### config.mk
export PLATFORM = sky130hd
export DESIGN_NAME = kfpv_alu
export DESIGN_NICKNAME = d
export VERILOG_FILES = /design/src/sv/kfpv_pkg.sv /design/src/sv/kfpv_alu.sv
export SDC_FILE = /design/constraint.sdc
export NUM_CORES = 2
export LEC_CHECK = 0
export BUFFER_PORTS_ARGS = -buffer_cell sky130_fd_sc_hd__buf_2
export CORE_UTILIZATION = 40
export CTS_BUF_LIST = sky130_fd_sc_hd__clkbuf_2 sky130_fd_sc_hd__clkbuf_4 sky130_fd_sc_hd__clkbuf_8
export DETAILED_ROUTE_END_ITERATION = 10
export SYNTH_ARGS = -nofsm -noshare
export SYNTH_HDL_FRONTEND = slang
export SYNTH_SLANG_ARGS = --single-unit
### constraint.sdc
create_clock -name i_clk -period 14.1 [get_ports i_clk]
set_input_delay 1.41 -clock i_clk [delete_from_list [all_inputs] [get_ports i_clk]]
set_output_delay 1.41 -clock i_clk [all_outputs]
set_load 0.01 [all_outputs]
### src/sv/kfpv_pkg.sv
// ----------------------------------------------------------------------------
// kfpv_pkg: shared types and constants for the position/velocity filter
// holds the data width, a saturation helper, the register and unit operation codes
// ----------------------------------------------------------------------------
package kfpv_pkg;
    localparam int DW = 32;

    typedef logic signed [DW-1:0] t_q;

    localparam logic [2:0] REG_STEP_TIME     = 3'd0;
    localparam logic [2:0] REG_ACCEL_COMMAND = 3'd1;
    localparam logic [2:0] REG_MEAS_VARIANCE = 3'd2;
    localparam logic [2:0] REG_PROC_VAR_PP   = 3'd3;
    localparam logic [2:0] REG_PROC_VAR_PV   = 3'd4;
    localparam logic [2:0] REG_PROC_VAR_VV   = 3'd5;
    localparam logic [2:0] REG_MEAS_GAIN_POS = 3'd6;
    localparam logic [2:0] REG_MEAS_GAIN_VEL = 3'd7;

    // shared unit operation codes
    localparam logic [1:0] OP_MUL = 2'd0;
    localparam logic [1:0] OP_ADD = 2'd1;
    localparam logic [1:0] OP_SUB = 2'd2;
    localparam logic [1:0] OP_DIV = 2'd3;

    // saturate a 64 bit value to 32 bits
    function automatic logic [DW:0] sat64(input logic signed [63:0] v);
        logic [DW:0] r;
        if (v > 64'sd2147483647) r = {1'b1, 32'h7FFF_FFFF};
        else if (v < -64'sd2147483648) r = {1'b1, 32'h8000_0000};
        else r = {1'b0, v[DW-1:0]};
        return r;
    endfunction
endpackage

### src/sv/kfpv_alu.sv
// ----------------------------------------------------------------------------
// kfpv_alu: shared arithmetic unit
// saturating add, subtract, multiply (result registered) and a restoring divider
// that retires one quotient bit per cycle
// ----------------------------------------------------------------------------
module kfpv_alu #(
    parameter int FRAC_BITS = 16
) (
    input  logic              i_clk,
    input  logic              i_rst_n,
    input  logic              i_start,
    input  logic [1:0]        i_op,
    input  kfpv_pkg::t_q      i_a,
    input  kfpv_pkg::t_q      i_b,
    output logic              o_done,
    output kfpv_pkg::t_q      o_res,
    output logic              o_sat
);
    import kfpv_pkg::*;

    localparam int NW = DW + FRAC_BITS;   // dividend bits
    localparam int CW = $clog2(NW + 1);

    logic                  r_busy;
    logic [CW-1:0]         r_cnt;
    logic [NW-1:0]         r_num;
    logic [NW-1:0]         r_quo;
    logic [DW:0]           r_rem;
    logic [DW-1:0]         r_den;
    logic                  r_neg;
    logic                  r_done;
    t_q                    r_res;
    logic                  r_sat;

    logic signed [63:0]    w_prod;
    logic signed [63:0]    w_shift;
    logic signed [63:0]    w_sum;
    logic [DW:0]           w_sat;
    logic [DW:0]           w_trial;
    logic [DW:0]           w_rem_sh;
    logic signed [NW:0]    w_q;
    logic signed [63:0]    w_qx;
    logic [DW:0]           w_qsat;

    assign w_prod  = 64'(i_a) * 64'(i_b);
    assign w_shift = w_prod >>> FRAC_BITS;
    assign w_sum   = (i_op == OP_SUB) ? 64'(i_a) - 64'(i_b) : 64'(i_a) + 64'(i_b);
    assign w_sat   = sat64((i_op == OP_MUL) ? w_shift : w_sum);

    assign w_rem_sh = {r_rem[DW-1:0], r_num[NW-1]};
    assign w_trial  = w_rem_sh - {1'b0, r_den};
    assign w_q      = r_neg ? -$signed({1'b0, r_quo}) : $signed({1'b0, r_quo});
    assign w_qx     = 64'(w_q);
    assign w_qsat   = sat64(w_qx);

    always_ff @(posedge i_clk) begin
        if (!i_rst_n) begin
            r_busy <= 1'b0;
            r_done <= 1'b0;
        end else begin
            r_done <= 1'b0;
            if (i_start && !r_busy) begin
                if (i_op == OP_DIV) begin
                    r_busy <= 1'b1;
                    r_cnt  <= CW'(NW);
                end else begin
                    r_done <= 1'b1;
                end
            end else if (r_busy) begin
                if (r_cnt == '0) begin
                    r_busy <= 1'b0;
                    r_done <= 1'b1;
                end else begin
                    r_cnt <= r_cnt - 1'b1;
                end
            end
        end
    end

    always_ff @(posedge i_clk) begin
        if (i_start && !r_busy) begin
            r_res <= t_q'(w_sat[DW-1:0]);
            r_sat <= w_sat[DW];
            r_num <= NW'((i_a[DW-1] ? 64'(-64'(i_a)) : 64'(i_a)) << FRAC_BITS);
            r_den <= i_b[DW-1] ? DW'(-i_b) : DW'(i_b);
            r_neg <= i_a[DW-1] ^ i_b[DW-1];
            r_rem <= '0;
            r_quo <= '0;
        end else if (r_busy) begin
            if (r_cnt != '0) begin
                r_num <= {r_num[NW-2:0], 1'b0};
                if (!w_trial[DW]) begin
                    r_rem <= w_trial;
                    r_quo <= {r_quo[NW-2:0], 1'b1};
                end else begin
                    r_rem <= w_rem_sh;
                    r_quo <= {r_quo[NW-2:0], 1'b0};
                end
            end else begin
                r_res <= t_q'(w_qsat[DW-1:0]);
                r_sat <= w_qsat[DW];
            end
        end
    end

    assign o_done = r_done;
    assign o_res  = r_res;
    assign o_sat  = r_sat;

    a_done_single: assert property (@(posedge i_clk) disable iff (!i_rst_n)
        r_done |=> !r_done) else $error("alu done held two cycles");
    a_busy_no_done: assert property (@(posedge i_clk) disable iff (!i_rst_n)
        (r_busy && r_cnt != '0) |=> !r_done || $past(r_cnt) == 1)
        else $error("alu done during division");
    a_div_start: assert property (@(posedge i_clk) disable iff (!i_rst_n)
        (i_start && !r_busy && i_op == OP_DIV) |=> r_busy)
        else $error("divider did not start");
endmodule

==> results.md <==
- Minimum clock period: 11.80 ns
- Max-slew violation count: 0
- CP dominant cell by count: fa_1
- M3 GR Usage: 2.55%
- Clk Latency, worst-skew pair: 0.51 ns
- Antenna violations before repair: 11
- Overall Global Routing Usage: 24.0%
- Residual DRC: 0
- Post-Place Setup Slack: 1.84 ns
- Clock Skew: 0.0199 ns
- GRT overflow: 0
- Detail Placement HPWL: 120000 um
- Crit path largest cell delay: 1.02 ns
- Crit path DAT: 12.13 ns
- 1st-pass router iterations: 5
- Initial core utilization: 40.5%
- CTS H-tree depth: 4
- Sink Count: 186
- Top Usage Layer GRT: met2
- CTS tree: built
- CP max stage cell: fa_1
- Setup Viol. Count Final: 0
- FP Rows: 129
- Post-synth EDFFs: 104
- Layout Area Growth over Synthesis: 4.53%
- Setup bufs post-CTS: 0
- Sequential share of the synthesized area: 9.45%
- Fin cells: 7207
- Setup TNS: 0 ns
- GRT met2 Usage: 40.1%
- Routed Antenna Nets: 0
- Async set-reset flop share out of synthesis: 0%
- Synth Net Count: 7096
- Final worst setup slack: 2.30 ns
- R2R setup slack: 9.41 ns
- RSZ-0062 raised after global routing: no
- Resized cells post-CTS: 0
- Vias per inst: 5.28
- Least-Margin Pin Slew: 1.28 ns
- Hold WC Path Type: flip-flop to flip-flop
- Chip Height: 357 um
- Rel. slew slack: 14.2%
- Grt met1 use: 33.5%
- CP required: 14.43 ns
- Vias in the first global route: 40600
- Fin crit share: 83.7%
- Die area: 128000 um^2
- Iteration-0 DRC Markers: 3001
- Largest net degree at the start of global routing: 85
- Unique masters post-synth: 86
- Core Footprint: 124000 um^2
- Crit Path Class: primary input to flip-flop
- Routability cong.: 0.965
- Placed cells: 7169
- Clock-pin transition on the worst setup and hold timing paths: 0.11 ns
- Crit. End Element: flip-flop
- Peak Freq: 84.7 MHz
- Yosys warnings: 0
- Ys flop type: edfxtp_1
- CTS hold repair buffers: 0
- Routed WL per cell: 20.5 um
- # Max-Cap Violations: 0
- Clock Path Buffers: 2
- Total number of vias: 38100
- IO Pins: 103
- # fillers: 12400
- Hold Fails Final Rpt: 0
- DIE WIDTH: 357 um
- Crit Path Max Fanout: 43
- Outcome: finished clean
- Share of layout cells above drive strength 1: 4.65%
- Critical path launch point type: primary input
- Root Driver: clkbuf_8
- WL final: 148000 um
- Final worst hold slack: 0.490 ns
- # nets final: 6953
- First-pass GRT wire length: 236000 um
- Cell area after synthesis: 50400 um^2
- Register bit total from synthesis: 186
- Syn avg cell area: 8.86 um^2
- Mapped Cells: 5694
- Num CTS Buffers: 17
- IO Port Bufs: 102
registers in the layout, indices dropped and copies added, names as in the netlist:
name / count
o_done: 1
o_res: 32
o_sat: 1
r_busy: 1
r_cnt: 6
r_den: 32
r_neg: 1
r_num: 32
r_quo: 48
r_rem: 32
area by class of cell:
type	count	area [um^2]	share of cell area, %
multi-input cells	4060	40300	76.4
flip-flops and latches	186	4760	9.04
inverters	1104	4140	7.86
well taps	1637	2050	3.89
repair buffers	182	1110	2.11
clock buffers	17	234	0.444
clock inverters	15	136	0.259
diodes	6	15.0	0.0285
layer usage:
metal / routed length [um] / up-vias
met5: 23 / -
met4: 3390 / 4
met3: 8360 / 151
met2: 70400 / 1086
met1: 65800 / 19800
li1: - / 17000
worst max-delay path: cells and delay by family:
family	cells	cell delay (ns)
compound gates	9	2.67
xor+xnor	1	0.16
simple gates	4	0.73
fa+ha+maj	9	5.13
buf+inv	7	1.99
Yosys cell counts (18+ instances only):
library cell | count | share of area [%]
inv_1 | 1101 | 8.2
fa_1 | 1083 | 43
nand2_1 | 873 | 6.5
and2_1 | 507 | 6.3
clkbuf_1 | 302 | 2.2
ha_1 | 250 | 6.2
o21ai_0 | 160 | 1.6
nor2_1 | 137 | 1.0
a21oi_1 | 132 | 1.3
xnor2_1 | 131 | 2.3
xor2_1 | 113 | 2.0
edfxtp_1 | 104 | 6.2
nand3_1 | 86 | 0.85
dfxtp_1 | 82 | 3.3
a21o_1 | 63 | 0.94
nand2b_1 | 40 | 0.50
o211ai_1 | 35 | 0.52
a22oi_1 | 33 | 0.49
o31ai_1 | 32 | 0.48
mux2i_1 | 31 | 0.62
buf_1 | 29 | 0.22
nor3_1 | 29 | 0.29
o21a_1 | 27 | 0.40
o21bai_1 | 25 | 0.37
nand4_1 | 23 | 0.29
or4_1 | 19 | 0.28
a31oi_1 | 18 | 0.22
path summary, 6_finish.rpt:
| kind | from | end | depth (start not counted) |
|---|---|---|---|
| setup / recovery | i_a[31] | o_res[0]$_DFFE_PP_ | 30 |
| hold / removal | r_rem[5]$_SDFFE_PP0P_ | r_rem[5]$_SDFFE_PP0P_ | 2 |
| setup reg to reg | r_quo[0]$_SDFFE_PP0P_ | o_res[4]$_DFFE_PP_ | 13 |
| hold reg to reg | r_rem[5]$_SDFFE_PP0P_ | r_rem[5]$_SDFFE_PP0P_ | 2 |
layout by cell type (no fill, tap or decap), types with 18 or more instances in the layout:
master    synthesis  final
dfxtp_1          82     82
ha_1            250    250
nand2_1         873    872
a31oi_1          18     18
buf_4             1     80
o21a_1           27     27
o21ai_0         160    160
a21oi_1         132    132
nand3_1          86     85
o211ai_1         35     35
nand2b_1         40     39
nor2_1          137    136
inv_1          1101   1101
o21bai_1         25     25
a22oi_1          33     33
a21o_1           63     63
and2_1          507    506
xnor2_1         131    131
o31ai_1          32     31
nand4_1          23     23
mux2i_1          31     31
xor2_1          113    113
fa_1           1083   1083
buf_2            11    102
nor3_1           29     29
or4_1            19     19
edfxtp_1        104    104
kinds of logic after synthesis:
logic type               count (synthesis)  share of synthesized area [%]
AO/OA/AOI/OAI                          626                           8.02
XOR/XNOR                               244                           4.24
adder cells (fa/ha/maj)               1333                           49.2
buffers and inverters                 1448                           10.8
flip-flops                             186                           9.45
multiplexers                            37                          0.749
AND/OR/NAND/NOR                       1820                           17.5
per-stage QoR:
stage,utilization [%],instance area [um^2]
final,42.4,52700
after floorplan,-,50400
after detailed placement,42.1,52300
after CTS,42.4,52700
after global routing,42.4,52700
after global placement,42.1,52300
Power is not shown: default switching activity piles up to over one toggle a cycle in this logic, so the estimate is an artifact.
